**config.mk**
```make
export PLATFORM = sky130hd
export DESIGN_NAME = multiturn_angle_speed_tracker_core_flat
export DESIGN_NICKNAME = d
export VERILOG_FILES = /design/src/design/mast_pkg.sv /design/src/design/mast_intf.sv /design/src/design/mast_div.sv /design/src/design/mast_scale.sv /design/src/design/mast_elec.sv /design/src/design/multiturn_angle_speed_tracker_core.sv /design/src/flat_wrapper.sv
export SDC_FILE = /design/constraint.sdc
export NUM_CORES = 2
export LEC_CHECK = 0
export ABC_CLOCK_PERIOD_IN_PS = 10700
export BUFFER_PORTS_ARGS = -buffer_cell sky130_fd_sc_hd__buf_2
export CAP_MARGIN = 20
export CORE_MARGIN = 5
export CORE_UTILIZATION = 35
export CTS_BUF_LIST = sky130_fd_sc_hd__clkbuf_8
export DETAILED_ROUTE_END_ITERATION = 16
export PLACE_DENSITY = 0.57
export SLEW_MARGIN = 25
export SYNTH_ARGS = -nofsm -noshare
export SYNTH_HDL_FRONTEND = slang
export SYNTH_SLANG_ARGS = --single-unit
export TNS_END_PERCENT = 20
```
**constraint.sdc**
```tcl
create_clock -name clock -period 10.7 [get_ports clock]
set_clock_uncertainty 0.2 [all_clocks]
set_input_delay 2.675 -clock clock [delete_from_list [all_inputs] [get_ports clock]]
set_output_delay 2.675 -clock clock [all_outputs]
set_load 0.02 [all_outputs]
```
**src/design/mast_pkg.sv**
```systemverilog
package mast_pkg;

   localparam int ANGLE_W        = 16;
   localparam int TIMER_W        = 16;
   localparam int POS_W          = 40;
   localparam int SPEED_W        = 32;
   localparam int TURN_BITS_DEF  = 24;
   localparam int TIMER_BITS_DEF = 16;

   localparam int PP_W   = 6;
   localparam int EOFF_W = 16;
   localparam int MOFF_W = 32;
   localparam int THR_W  = 16;
   localparam int GEAR_W = 10;

   localparam int CSR_IDX_W  = 3;
   localparam int CSR_DATA_W = 32;

   localparam logic [PP_W-1:0]   PP_RST   = PP_W'(7);
   localparam logic [THR_W-1:0]  THR_RST  = THR_W'(32768);
   localparam logic [GEAR_W-1:0] GEAR_RST = GEAR_W'(1);

   // counts per microsecond to 1/16 RPM: 60e6 * 16 / 65536 = 234375 / 16
   localparam int                SCALE_W     = 18;
   localparam logic [SCALE_W-1:0] SPEED_SCALE = SCALE_W'(234375);
   localparam int                SCALE_SHIFT = 4;
   localparam int                PROD_W      = POS_W + SCALE_W;

   localparam logic [SPEED_W-1:0] SPEED_MAX = {1'b0, {(SPEED_W-1){1'b1}}};
   localparam logic [SPEED_W-1:0] SPEED_MIN = {1'b1, {(SPEED_W-1){1'b0}}};

   typedef enum logic [CSR_IDX_W-1:0] {
      CSR_POLE_PAIRS  = 3'd0,
      CSR_DIR_REV     = 3'd1,
      CSR_ELEC_OFFSET = 3'd2,
      CSR_MECH_OFFSET = 3'd3,
      CSR_WRAP_THR    = 3'd4,
      CSR_GEAR_RATIO  = 3'd5
   } csr_idx_type;

endpackage

```
**src/design/mast_intf.sv**
```systemverilog
interface mast_req_if import mast_pkg::*; ();
   logic               valid;
   logic               ready;
   logic [ANGLE_W-1:0] raw_angle;
   logic [TIMER_W-1:0] timer_now;

   modport source (output valid, output raw_angle, output timer_now, input ready);
   modport sink (input valid, input raw_angle, input timer_now, output ready);
endinterface

interface mast_rsp_if import mast_pkg::*; ();
   logic                      valid;
   logic                      ready;
   logic        [ANGLE_W-1:0] electrical_angle;
   logic signed [POS_W-1:0]   position;
   logic signed [POS_W-1:0]   joint_position;
   logic signed [SPEED_W-1:0] speed;

   modport source (output valid, output electrical_angle, output position,
                   output joint_position, output speed, input ready);
   modport sink (input valid, input electrical_angle, input position,
                 input joint_position, input speed, output ready);
endinterface

```
**src/design/mast_div.sv**
```systemverilog
module mast_div import mast_pkg::*; #(
   parameter int HI_W   = 1,
   parameter int QUO_W  = POS_W,
   parameter int DSOR_W = GEAR_W
) (
   input  logic                    clock,
   input  logic                    reset,
   input  logic                    start,
   input  logic [HI_W+QUO_W-1:0]   dividend,
   input  logic [DSOR_W-1:0]       divisor,
   output logic                    busy,
   output logic                    ovf,
   output logic [QUO_W-1:0]        quotient
);

   localparam int CNT_W = $clog2(QUO_W + 1);
   localparam int CMP_W = (HI_W > DSOR_W) ? HI_W : DSOR_W;

   logic [CNT_W-1:0]  cnt_ff, cnt_in;
   logic [DSOR_W-1:0] rem_ff, rem_in;
   logic [DSOR_W-1:0] dsor_ff, dsor_in;
   logic [QUO_W-1:0]  quo_ff, quo_in;
   logic              ovf_ff, ovf_in;
   logic [HI_W-1:0]   hi;
   logic [DSOR_W+1:0] trial;
   logic              borrow;

   always_comb begin
      hi      = dividend[HI_W+QUO_W-1:QUO_W];
      trial   = {1'b0, rem_ff, quo_ff[QUO_W-1]} - {2'b00, dsor_ff};
      borrow  = trial[DSOR_W+1];
      cnt_in  = cnt_ff;
      rem_in  = rem_ff;
      dsor_in = dsor_ff;
      quo_in  = quo_ff;
      ovf_in  = ovf_ff;
      if (start) begin
         cnt_in  = CNT_W'(QUO_W);
         rem_in  = DSOR_W'(hi);
         quo_in  = dividend[QUO_W-1:0];
         dsor_in = divisor;
         ovf_in  = CMP_W'(hi) >= CMP_W'(divisor);
      end else if (cnt_ff != '0) begin
         cnt_in = cnt_ff - 1'b1;
         rem_in = borrow ? {rem_ff[DSOR_W-2:0], quo_ff[QUO_W-1]} : trial[DSOR_W-1:0];
         quo_in = {quo_ff[QUO_W-2:0], !borrow};
      end
   end

   always_ff @(posedge clock) begin
      if (reset) begin
         cnt_ff <= '0;
      end else begin
         cnt_ff <= cnt_in;
      end
   end

   always_ff @(posedge clock) begin
      rem_ff  <= rem_in;
      dsor_ff <= dsor_in;
      quo_ff  <= quo_in;
      ovf_ff  <= ovf_in;
   end

   assign busy     = (cnt_ff != '0);
   assign ovf      = ovf_ff;
   assign quotient = quo_ff;

endmodule

```
**src/design/mast_scale.sv**
```systemverilog
module mast_scale import mast_pkg::*; (
   input  logic              clock,
   input  logic              reset,
   input  logic              start,
   input  logic [POS_W-1:0]  mag,
   output logic              busy,
   output logic [PROD_W-1:0] product
);

   localparam int CNT_W = $clog2(SCALE_W + 1);
   localparam int IDX_W = $clog2(SCALE_W);

   logic [CNT_W-1:0]  cnt_ff, cnt_in;
   logic [POS_W-1:0]  mag_ff, mag_in;
   logic [PROD_W-1:0] acc_ff, acc_in;
   logic [IDX_W-1:0]  idx;

   always_comb begin
      idx    = IDX_W'(cnt_ff - 1'b1);
      cnt_in = cnt_ff;
      mag_in = mag_ff;
      acc_in = acc_ff;
      if (start) begin
         cnt_in = CNT_W'(SCALE_W);
         mag_in = mag;
         acc_in = '0;
      end else if (cnt_ff != '0) begin
         cnt_in = cnt_ff - 1'b1;
         acc_in = {acc_ff[PROD_W-2:0], 1'b0}
                  + (SPEED_SCALE[idx] ? PROD_W'(mag_ff) : PROD_W'(0));
      end
   end

   always_ff @(posedge clock) begin
      if (reset) begin
         cnt_ff <= '0;
      end else begin
         cnt_ff <= cnt_in;
      end
   end

   always_ff @(posedge clock) begin
      mag_ff <= mag_in;
      acc_ff <= acc_in;
   end

   assign busy    = (cnt_ff != '0);
   assign product = acc_ff;

endmodule

```
**src/design/mast_elec.sv**
```systemverilog
module mast_elec import mast_pkg::*; (
   input  logic               clock,
   input  logic               reset,
   input  logic               start,
   input  logic [ANGLE_W-1:0] raw,
   input  logic [PP_W-1:0]    pair_mult,
   input  logic               reversed,
   input  logic [EOFF_W-1:0]  offset,
   output logic               busy,
   output logic [ANGLE_W-1:0] angle
);

   localparam int CNT_W = $clog2(PP_W + 1);
   localparam int IDX_W = $clog2(PP_W);

   logic [CNT_W-1:0]   cnt_ff, cnt_in;
   logic [ANGLE_W-1:0] raw_ff, raw_in;
   logic [ANGLE_W-1:0] acc_ff, acc_in;
   logic [IDX_W-1:0]   idx;
   logic [ANGLE_W-1:0] dir_acc;

   always_comb begin
      idx    = IDX_W'(cnt_ff - 1'b1);
      cnt_in = cnt_ff;
      raw_in = raw_ff;
      acc_in = acc_ff;
      if (start) begin
         cnt_in = CNT_W'(PP_W);
         raw_in = raw;
         acc_in = '0;
      end else if (cnt_ff != '0) begin
         cnt_in = cnt_ff - 1'b1;
         acc_in = {acc_ff[ANGLE_W-2:0], 1'b0} + (pair_mult[idx] ? raw_ff : ANGLE_W'(0));
      end
      dir_acc = reversed ? (ANGLE_W'(0) - acc_ff) : acc_ff;
      angle   = dir_acc - offset;
   end

   always_ff @(posedge clock) begin
      if (reset) begin
         cnt_ff <= '0;
      end else begin
         cnt_ff <= cnt_in;
      end
   end

   always_ff @(posedge clock) begin
      raw_ff <= raw_in;
      acc_ff <= acc_in;
   end

   assign busy = (cnt_ff != '0);

endmodule

```
**src/design/multiturn_angle_speed_tracker_core.sv**
```systemverilog
// Items are handled one at a time: the input is ready only while idle, and a result
// waits for the output register to free up before the next item is taken. The 18-step
// serial constant multiply and the 32-step serial speed division run back to back,
// with the 40-step joint division and the 6-step angle multiply beside them.
// A finished result waits in the output register while the next item is taken.
// Reset (synchronous, active high) loads register defaults and clears turn, timer history.
module multiturn_angle_speed_tracker_core import mast_pkg::*; #(
   parameter int TURN_BITS  = TURN_BITS_DEF,
   parameter int TIMER_BITS = TIMER_BITS_DEF
) (
   input  logic                  clock,
   input  logic                  reset,
   mast_req_if.sink              req_ch,
   mast_rsp_if.source            rsp_ch,
   input  logic                  csr_we,
   input  logic [CSR_IDX_W-1:0]  csr_index,
   input  logic [CSR_DATA_W-1:0] csr_wdata
);

   localparam int DSOR_W = TIMER_BITS + SCALE_SHIFT;

   typedef enum logic [7:0] {
      S_IDLE   = 8'b0000_0001,
      S_TURN   = 8'b0000_0010,
      S_POS    = 8'b0000_0100,
      S_DIFF   = 8'b0000_1000,
      S_MSTART = 8'b0001_0000,
      S_MUL    = 8'b0010_0000,
      S_DIV    = 8'b0100_0000,
      S_OUT    = 8'b1000_0000
   } state_type;

   state_type state_ff, state_in;

   logic [PP_W-1:0]   pp_ff, pp_in;
   logic              rev_ff, rev_in;
   logic [EOFF_W-1:0] eoff_ff, eoff_in;
   logic [MOFF_W-1:0] moff_ff, moff_in;
   logic [THR_W-1:0]  thr_ff, thr_in;
   logic [GEAR_W-1:0] gear_ff, gear_in;

   logic [ANGLE_W-1:0]    prev_raw_ff, prev_raw_in;
   logic [TURN_BITS-1:0]  turn_ff, turn_in;
   logic [POS_W-1:0]      prev_pos_ff, prev_pos_in;
   logic [TIMER_BITS-1:0] prev_timer_ff, prev_timer_in;

   logic [ANGLE_W-1:0]    raw_ff, raw_in;
   logic [TIMER_BITS-1:0] tnow_ff, tnow_in;
   logic [POS_W-1:0]      pos_ff, pos_in;
   logic [POS_W:0]        dpos_ff, dpos_in;
   logic [DSOR_W-1:0]     dsor_ff, dsor_in;

   logic                rsp_valid_ff, rsp_valid_in;
   logic [ANGLE_W-1:0]  ea_ff, ea_in;
   logic [POS_W-1:0]    opos_ff, opos_in;
   logic [POS_W-1:0]    jpos_ff, jpos_in;
   logic [SPEED_W-1:0]  speed_ff, speed_in;

   logic                  accept;
   logic                  load_out;
   logic [ANGLE_W:0]      jump;
   logic [ANGLE_W:0]      jump_mag;
   logic [POS_W-1:0]      turns_ext;
   logic [POS_W-1:0]      moff_ext;
   logic [TIMER_BITS-1:0] dt;
   logic [POS_W-1:0]      pos_mag;
   logic [POS_W:0]        dpos_abs;
   logic [GEAR_W-1:0]     gear_eff;
   logic [SPEED_W-1:0]    speed_val;

   logic                  elec_start, elec_busy;
   logic [ANGLE_W-1:0]    elec_angle;
   logic                  jnt_start, jnt_busy, jnt_ovf;
   logic [POS_W-1:0]      jnt_q;
   logic                  scale_start, scale_busy;
   logic [PROD_W-1:0]     scale_prod;
   logic                  spd_start, spd_busy, spd_ovf;
   logic [SPEED_W-1:0]    spd_q;

   assign accept        = req_ch.valid && req_ch.ready;
   assign req_ch.ready  = (state_ff == S_IDLE);
   assign load_out      = (state_ff == S_OUT) && (!rsp_valid_ff || rsp_ch.ready);

   always_comb begin
      pp_in   = pp_ff;
      rev_in  = rev_ff;
      eoff_in = eoff_ff;
      moff_in = moff_ff;
      thr_in  = thr_ff;
      gear_in = gear_ff;
      if (csr_we) begin
         case (csr_index)
            CSR_POLE_PAIRS:  pp_in   = csr_wdata[PP_W-1:0];
            CSR_DIR_REV:     rev_in  = csr_wdata[0];
            CSR_ELEC_OFFSET: eoff_in = csr_wdata[EOFF_W-1:0];
            CSR_MECH_OFFSET: moff_in = csr_wdata[MOFF_W-1:0];
            CSR_WRAP_THR:    thr_in  = csr_wdata[THR_W-1:0];
            CSR_GEAR_RATIO:  gear_in = csr_wdata[GEAR_W-1:0];
            default: ;
         endcase
      end
   end

   always_comb begin
      jump      = {1'b0, raw_ff} - {1'b0, prev_raw_ff};
      jump_mag  = jump[ANGLE_W] ? ((ANGLE_W+1)'(0) - jump) : jump;
      turns_ext = {{(POS_W-TURN_BITS){turn_ff[TURN_BITS-1]}}, turn_ff};
      moff_ext  = {{(POS_W-MOFF_W){moff_ff[MOFF_W-1]}}, moff_ff};
      dt        = tnow_ff - prev_timer_ff;
      pos_mag   = pos_ff[POS_W-1] ? (POS_W'(0) - pos_ff) : pos_ff;
      dpos_abs  = dpos_ff[POS_W] ? ((POS_W+1)'(0) - dpos_ff) : dpos_ff;
      gear_eff  = (gear_ff == '0) ? GEAR_W'(1) : gear_ff;
      if (spd_ovf || spd_q[SPEED_W-1]) begin
         speed_val = dpos_ff[POS_W] ? SPEED_MIN : SPEED_MAX;
      end else begin
         speed_val = dpos_ff[POS_W] ? (SPEED_W'(0) - spd_q) : spd_q;
      end
   end

   always_comb begin
      state_in      = state_ff;
      prev_raw_in   = prev_raw_ff;
      turn_in       = turn_ff;
      prev_pos_in   = prev_pos_ff;
      prev_timer_in = prev_timer_ff;
      raw_in        = raw_ff;
      tnow_in       = tnow_ff;
      pos_in        = pos_ff;
      dpos_in       = dpos_ff;
      dsor_in       = dsor_ff;
      rsp_valid_in  = rsp_valid_ff && !rsp_ch.ready;
      ea_in         = ea_ff;
      opos_in       = opos_ff;
      jpos_in       = jpos_ff;
      speed_in      = speed_ff;
      elec_start    = 1'b0;
      jnt_start     = 1'b0;
      scale_start   = 1'b0;
      spd_start     = 1'b0;
      case (state_ff)
         S_IDLE: begin
            if (accept) begin
               raw_in   = req_ch.raw_angle;
               tnow_in  = TIMER_BITS'(req_ch.timer_now);
               state_in = S_TURN;
            end
         end
         S_TURN: begin
            if (jump_mag > {1'b0, thr_ff}) begin
               turn_in = jump[ANGLE_W] ? (turn_ff + 1'b1) : (turn_ff - 1'b1);
            end
            prev_raw_in = raw_ff;
            state_in    = S_POS;
         end
         S_POS: begin
            pos_in        = {turns_ext[POS_W-ANGLE_W-1:0], raw_ff} - moff_ext;
            dsor_in       = {((dt == '0) ? TIMER_BITS'(1) : dt), SCALE_SHIFT'(0)};
            prev_timer_in = tnow_ff;
            state_in      = S_DIFF;
         end
         S_DIFF: begin
            dpos_in     = {pos_ff[POS_W-1], pos_ff} - {prev_pos_ff[POS_W-1], prev_pos_ff};
            prev_pos_in = pos_ff;
            elec_start  = 1'b1;
            jnt_start   = 1'b1;
            state_in    = S_MSTART;
         end
         S_MSTART: begin
            scale_start = 1'b1;
            state_in    = S_MUL;
         end
         S_MUL: begin
            if (!scale_busy) begin
               spd_start = 1'b1;
               state_in  = S_DIV;
            end
         end
         S_DIV: begin
            if (!spd_busy && !jnt_busy && !elec_busy) begin
               state_in = S_OUT;
            end
         end
         S_OUT: begin
            if (load_out) begin
               rsp_valid_in = 1'b1;
               ea_in        = elec_angle;
               opos_in      = pos_ff;
               jpos_in      = pos_ff[POS_W-1] ? (POS_W'(0) - jnt_q) : jnt_q;
               speed_in     = speed_val;
               state_in     = S_IDLE;
            end
         end
         default: begin
            state_in = S_IDLE;
         end
      endcase
   end

   always_ff @(posedge clock) begin
      if (reset) begin
         state_ff      <= S_IDLE;
         pp_ff         <= PP_RST;
         rev_ff        <= 1'b0;
         eoff_ff       <= '0;
         moff_ff       <= '0;
         thr_ff        <= THR_RST;
         gear_ff       <= GEAR_RST;
         prev_raw_ff   <= '0;
         turn_ff       <= '0;
         prev_pos_ff   <= '0;
         prev_timer_ff <= '0;
         rsp_valid_ff  <= 1'b0;
      end else begin
         state_ff      <= state_in;
         pp_ff         <= pp_in;
         rev_ff        <= rev_in;
         eoff_ff       <= eoff_in;
         moff_ff       <= moff_in;
         thr_ff        <= thr_in;
         gear_ff       <= gear_in;
         prev_raw_ff   <= prev_raw_in;
         turn_ff       <= turn_in;
         prev_pos_ff   <= prev_pos_in;
         prev_timer_ff <= prev_timer_in;
         rsp_valid_ff  <= rsp_valid_in;
      end
   end

   always_ff @(posedge clock) begin
      raw_ff   <= raw_in;
      tnow_ff  <= tnow_in;
      pos_ff   <= pos_in;
      dpos_ff  <= dpos_in;
      dsor_ff  <= dsor_in;
      ea_ff    <= ea_in;
      opos_ff  <= opos_in;
      jpos_ff  <= jpos_in;
      speed_ff <= speed_in;
   end

   mast_elec u_elec (
      .clock      (clock),
      .reset      (reset),
      .start      (elec_start),
      .raw        (raw_ff),
      .pair_mult  (pp_ff),
      .reversed   (rev_ff),
      .offset     (eoff_ff),
      .busy       (elec_busy),
      .angle      (elec_angle)
   );

   mast_div #(
      .HI_W   (1),
      .QUO_W  (POS_W),
      .DSOR_W (GEAR_W)
   ) u_jnt_div (
      .clock    (clock),
      .reset    (reset),
      .start    (jnt_start),
      .dividend ({1'b0, pos_mag}),
      .divisor  (gear_eff),
      .busy     (jnt_busy),
      .ovf      (jnt_ovf),
      .quotient (jnt_q)
   );

   mast_scale u_scale (
      .clock   (clock),
      .reset   (reset),
      .start   (scale_start),
      .mag     (dpos_abs[POS_W-1:0]),
      .busy    (scale_busy),
      .product (scale_prod)
   );

   mast_div #(
      .HI_W   (PROD_W - SPEED_W),
      .QUO_W  (SPEED_W),
      .DSOR_W (DSOR_W)
   ) u_spd_div (
      .clock    (clock),
      .reset    (reset),
      .start    (spd_start),
      .dividend (scale_prod),
      .divisor  (dsor_ff),
      .busy     (spd_busy),
      .ovf      (spd_ovf),
      .quotient (spd_q)
   );

   assign rsp_ch.valid            = rsp_valid_ff;
   assign rsp_ch.electrical_angle = ea_ff;
   assign rsp_ch.position         = opos_ff;
   assign rsp_ch.joint_position   = jpos_ff;
   assign rsp_ch.speed            = speed_ff;

`ifndef SYNTH
   a_idle_units_quiet: assert property (@(posedge clock) disable iff (reset)
      state_ff == S_IDLE |-> !(spd_busy || jnt_busy || scale_busy || elec_busy))
      else $error("arithmetic unit busy while idle");

   a_result_loaded: assert property (@(posedge clock) disable iff (reset)
      (state_ff == S_OUT) && !rsp_valid_ff |=> rsp_valid_ff && (state_ff == S_IDLE))
      else $error("result not loaded into free output register");

   a_turn_step: assert property (@(posedge clock) disable iff (reset)
      1'b1 |=> (turn_ff == $past(turn_ff)) || (turn_ff == $past(turn_ff) + 1'b1)
               || (turn_ff == $past(turn_ff) - 1'b1))
      else $error("turn count moved by more than one");

   a_joint_no_ovf: assert property (@(posedge clock) disable iff (reset)
      state_ff == S_OUT |-> !jnt_ovf)
      else $error("joint division overflow");
`endif

endmodule

```
**src/flat_wrapper.sv**
```systemverilog
// flat-port wrapper written by rule: the top's interface ports become plain ports
module multiturn_angle_speed_tracker_core_flat import mast_pkg::*;
#(
   parameter int TURN_BITS  = TURN_BITS_DEF,
   parameter int TIMER_BITS = TIMER_BITS_DEF
)
  (clock, reset, csr_we, csr_index, csr_wdata, req_ch_valid, req_ch_raw_angle, req_ch_timer_now, req_ch_ready, rsp_ch_valid, rsp_ch_electrical_angle, rsp_ch_position, rsp_ch_joint_position, rsp_ch_speed, rsp_ch_ready);
  mast_req_if req_ch_i ();
  mast_rsp_if rsp_ch_i ();
  input  logic clock;
  input  logic reset;
  input  logic csr_we;
  input  logic [CSR_IDX_W-1:0] csr_index;
  input  logic [CSR_DATA_W-1:0] csr_wdata;
  input wire logic [$bits(req_ch_i.valid)-1:0] req_ch_valid;
  input wire logic [$bits(req_ch_i.raw_angle)-1:0] req_ch_raw_angle;
  input wire logic [$bits(req_ch_i.timer_now)-1:0] req_ch_timer_now;
  output wire logic [$bits(req_ch_i.ready)-1:0] req_ch_ready;
  output wire logic [$bits(rsp_ch_i.valid)-1:0] rsp_ch_valid;
  output wire logic [$bits(rsp_ch_i.electrical_angle)-1:0] rsp_ch_electrical_angle;
  output wire logic [$bits(rsp_ch_i.position)-1:0] rsp_ch_position;
  output wire logic [$bits(rsp_ch_i.joint_position)-1:0] rsp_ch_joint_position;
  output wire logic [$bits(rsp_ch_i.speed)-1:0] rsp_ch_speed;
  input wire logic [$bits(rsp_ch_i.ready)-1:0] rsp_ch_ready;
  assign req_ch_i.valid = req_ch_valid;
  assign req_ch_i.raw_angle = req_ch_raw_angle;
  assign req_ch_i.timer_now = req_ch_timer_now;
  assign req_ch_ready = req_ch_i.ready;
  assign rsp_ch_valid = rsp_ch_i.valid;
  assign rsp_ch_electrical_angle = rsp_ch_i.electrical_angle;
  assign rsp_ch_position = rsp_ch_i.position;
  assign rsp_ch_joint_position = rsp_ch_i.joint_position;
  assign rsp_ch_speed = rsp_ch_i.speed;
  assign rsp_ch_i.ready = rsp_ch_ready;
  multiturn_angle_speed_tracker_core #(.TURN_BITS(TURN_BITS), .TIMER_BITS(TIMER_BITS)) u_core (.clock(clock), .reset(reset), .req_ch(req_ch_i), .rsp_ch(rsp_ch_i), .csr_we(csr_we), .csr_index(csr_index), .csr_wdata(csr_wdata));
endmodule
```
==> results.cfg <==
[run_status]
status = completed

[floorplanning]
start_util_pct = 35.2
die_area_um2 = 125000
die_y_um = 354
ios = 202
die_w_um = 354
core_um2 = 118000
rows = 126

[logic_synthesis]
synth_common_cells = nand2_1 (706), edfxtp_1 (432), a21oi_1 (404)
synthesis.nets = 4801
avgSynthCellArea_um2 = 9.31
yosysTopAreaCellShare_pct = 31.3
post-synth-top-count-cell = nand2_1
synth_edf_count = 432
synth_area_leaders = edfxtp_1 (31%), dfxtp_1 (14%), ha_1 (8.2%)
yosysTopAreaCell = edfxtp_1
yosys_warnings = 0
ys.flop_type = edfxtp_1
ys_seq_elements = 722
synthCells = 4448
syn-cell-area_um2 = 41400
async_flop_share_pct = 0
seq_area_frac_synth_pct = 45.3
yosysUniqueCellTypes = 82

[worst_setup_path]
crit_slowest_cell = a2111oi_0
cp.depth = 21
critPathArrivalTime_ps = 6700
worstSetupPathType = flip-flop to flip-flop
path_buf_inv = 3
cp-start-kind = flip-flop
r2r_cells = 21
worstPathMaxFanout = 40
crit_path_max_incr_delay_ps = 760
endpoint_kind = flip-flop
crit_required_ps = 11200
crit_chain = inv_1 -> ha_1 -> nor2b_1 -> a221oi_1 -> o22ai_1 -> nand2_1 -> buf_4 -> and2_1 -> ha_1 -> inv_1 -> fa_1 -> nor2b_1 -> o31a_1 -> o2111ai_1 -> a2111oi_0 -> o21ai_0 -> o31a_1 -> a21oi_1 -> nand2_1 -> xor2_1 -> a211oi_1
path_delay_family = compound AO/OA/AOI/OAI gates

[timing]
grt_setup_unrepaired = no
drv_slew = 0
slew_headroom_pct = 35.6
layout_min_cycle_time_ps = 6190
hold_viol_final = 0
tightestPinTransition_ps = 966
setup_viol = 0
max_freq_mhz = 161
setup_tns_ps = 0
period_share_pct = 57.9

[clock_network]
cts_tree = built
insertion_delay_ps = 820
numClockSinks = 722
post_cts_resized = 0
clk_pin_slew_ps = 60
numCtsBuffers = 136
cts_buffer_depth = 3
cts-root-buf = clkbuf_8
postCtsSetupBuffers = 0
cts-htree-levels = 4
cts_hold_buf = 0

[job]
maxCapViolations = 0

[finish]
area_growth_pct = 12.8
fin_area_um2 = 46700
layout.nets = 5003
drive_above_1_share_pct = 9.93

[route]
vias = 32304
antenna_left = 0
drt_iter0_markers = 1926
wl_um = 110000
vias_per_cell = 5.12
wire_per_inst_um = 17.5
drc_errors = 0
drtPass1Iterations = 5

[power]
p_seq_share_pct = 37.2
power.density_nw_per_um2 = 236
combPwrFrac_pct = 38.8
power.share.clock_pct = 24.0
peakVddDrop_mv = 0.209
p_sw_share_pct = 38.0
p_leak_nw = 18.0
internal_power_mw = 6.83
switching_power_mw = 4.19

[global_routing]
grt_usage_pct = 17.1
grt-ovfl-total = 0
grt_max_degree = 82
grt_pass1_wl_um = 173000
antenna_found_initial = 5
grt_pass1_vias = 31219

[worst_hold_path]
holdPathStages = 0
min_path_type = flip-flop to flip-flop

[placed_design]
postPlaceCellArea_um2 = 44000
portBuffers = 201
place_congestion = 0.850
hpwlAfterDp_um = 80400
sequential cells by signal (all words and copies together) (netlist names), 32 cells and up:
name and flops:
u_core.u_scale.mag_ff 40, u_core.rsp_ch.joint_position 40, u_core.rsp_ch.position 40, u_core.u_scale.product 58, u_core.dpos_ff 41, u_core.moff_ff 32
u_core.prev_pos_ff 40, u_core.pos_ff 40, u_core.rsp_ch.speed 32, u_core.u_spd_div.quotient 32, u_core.u_jnt_div.quotient 40
final timing paths:
check	from	end	slack (ps)
max	u_core.u_scale.cnt_ff[0]	u_core.u_scale.product[41]	4510
min	u_core.dsor_ff[7]	u_core.u_spd_div.dsor_ff[7]	240
max reg2reg	u_core.u_scale.cnt_ff[0]	u_core.u_scale.product[41]	4510
min reg2reg	u_core.dsor_ff[7]	u_core.u_spd_div.dsor_ff[7]	240
worst reg2reg max path, cell delays in order (launching register included):
cell and delay (ps):
dfxtp_1 400, inv_1 110, ha_1 260, nor2b_1 180, a221oi_1 310, o22ai_1 140, nand2_1 80, buf_4 270
and2_1 190, ha_1 180, inv_1 60, fa_1 380, nor2b_1 210, o31a_1 210, o2111ai_1 180, a2111oi_0 760
o21ai_0 380, o31a_1 410, a21oi_1 650, nand2_1 150, xor2_1 170, a211oi_1 240
cells in the final DEF (no fill, tap or decap), types with 26 or more instances in the layout:
cell type,synthesis,layout
a211oi_1,39,39
a21o_1,93,93
a21oi_1,404,404
a31oi_1,26,26
and2_1,67,66
and3_1,33,33
buf_2,0,200
buf_4,0,33
clkbuf_8,0,148
dfxtp_1,290,290
edfxtp_1,432,432
ha_1,271,271
inv_1,275,320
mux2i_1,42,42
nand2_1,706,704
nand2b_1,56,54
nand3_1,62,62
nand4_1,26,26
nor2_1,248,247
nor2b_1,42,41
nor3_1,77,76
nor4_1,27,27
o21a_1,45,45
o21ai_0,255,255
o31ai_1,51,51
or3_1,38,38
or4_1,32,32
xnor2_1,243,243
xor2_1,117,117
cells by family after synthesis:
logic type	after synthesis	synth area share [%]
muxes	46	1.15
xor gates and xnor gates	361	7.65
adders and majority gates	281	8.67
and+or+nand+nor	1476	16.5
AOI/OAI and AO/OA	1115	16.6
buffers and inverters	447	4.09
DFF	722	45.3
power groups by stage:
stage	clock network, mW	registers [mW]	logic [mW]
2_1_floorplan	0	3.95	3.42
3_3_place_gp	0	4.14	4.21
3_5_place_dp	0	4.15	4.25
4_1_cts	2.74	4.09	4.29
5_1_grt	2.87	4.16	4.85
6_report	2.65	4.10	4.27
stage by stage:
| stage | power, mW | instances | utilization [%] | worst slack [ps] | hold slack, ps |
|---|---|---|---|---|---|
| CTS | 11.1 | 6301 | 39.6 | 4530 | 252 |
| global route | 11.9 | 6302 | 39.7 | 4080 | 265 |
| floorplan | 7.38 | 4448 | - | 1420 | 226 |
| global placement | 8.35 | 6048 | 37.4 | 4750 | 235 |
| detailed placement | 8.40 | 6048 | 37.4 | 4580 | 232 |
| finish | 11.0 | 6305 | 39.7 | 4510 | 244 |
layout make-up:
| class | count | area, µm² |
|---|---|---|
| repair buffers | 235 | 1270 |
| multi-input cells | 3279 | 21000 |
| clock buffers | 148 | 2040 |
| flip-flops and latches | 722 | 18800 |
| clock inverters | 105 | 636 |
| fillers | 11725 | 71100 |
| inverters | 276 | 1040 |
| diodes | 4 | 10.0 |
| well taps | 1536 | 1920 |
layer usage:
| metal | vias up | wire length, µm | global-route usage [%] |
|---|---|---|---|
| li1 | 16262 | - | - |
| met1 | 15105 | 50400 | 22.5 |
| met2 | 743 | 51100 | 28.4 |
| met3 | 194 | 5590 | 3.18 |
| met4 | 0 | 3290 | 5.99 |
| met5 | - | 0 | 0 |
(Power assumes the default switching activity.)
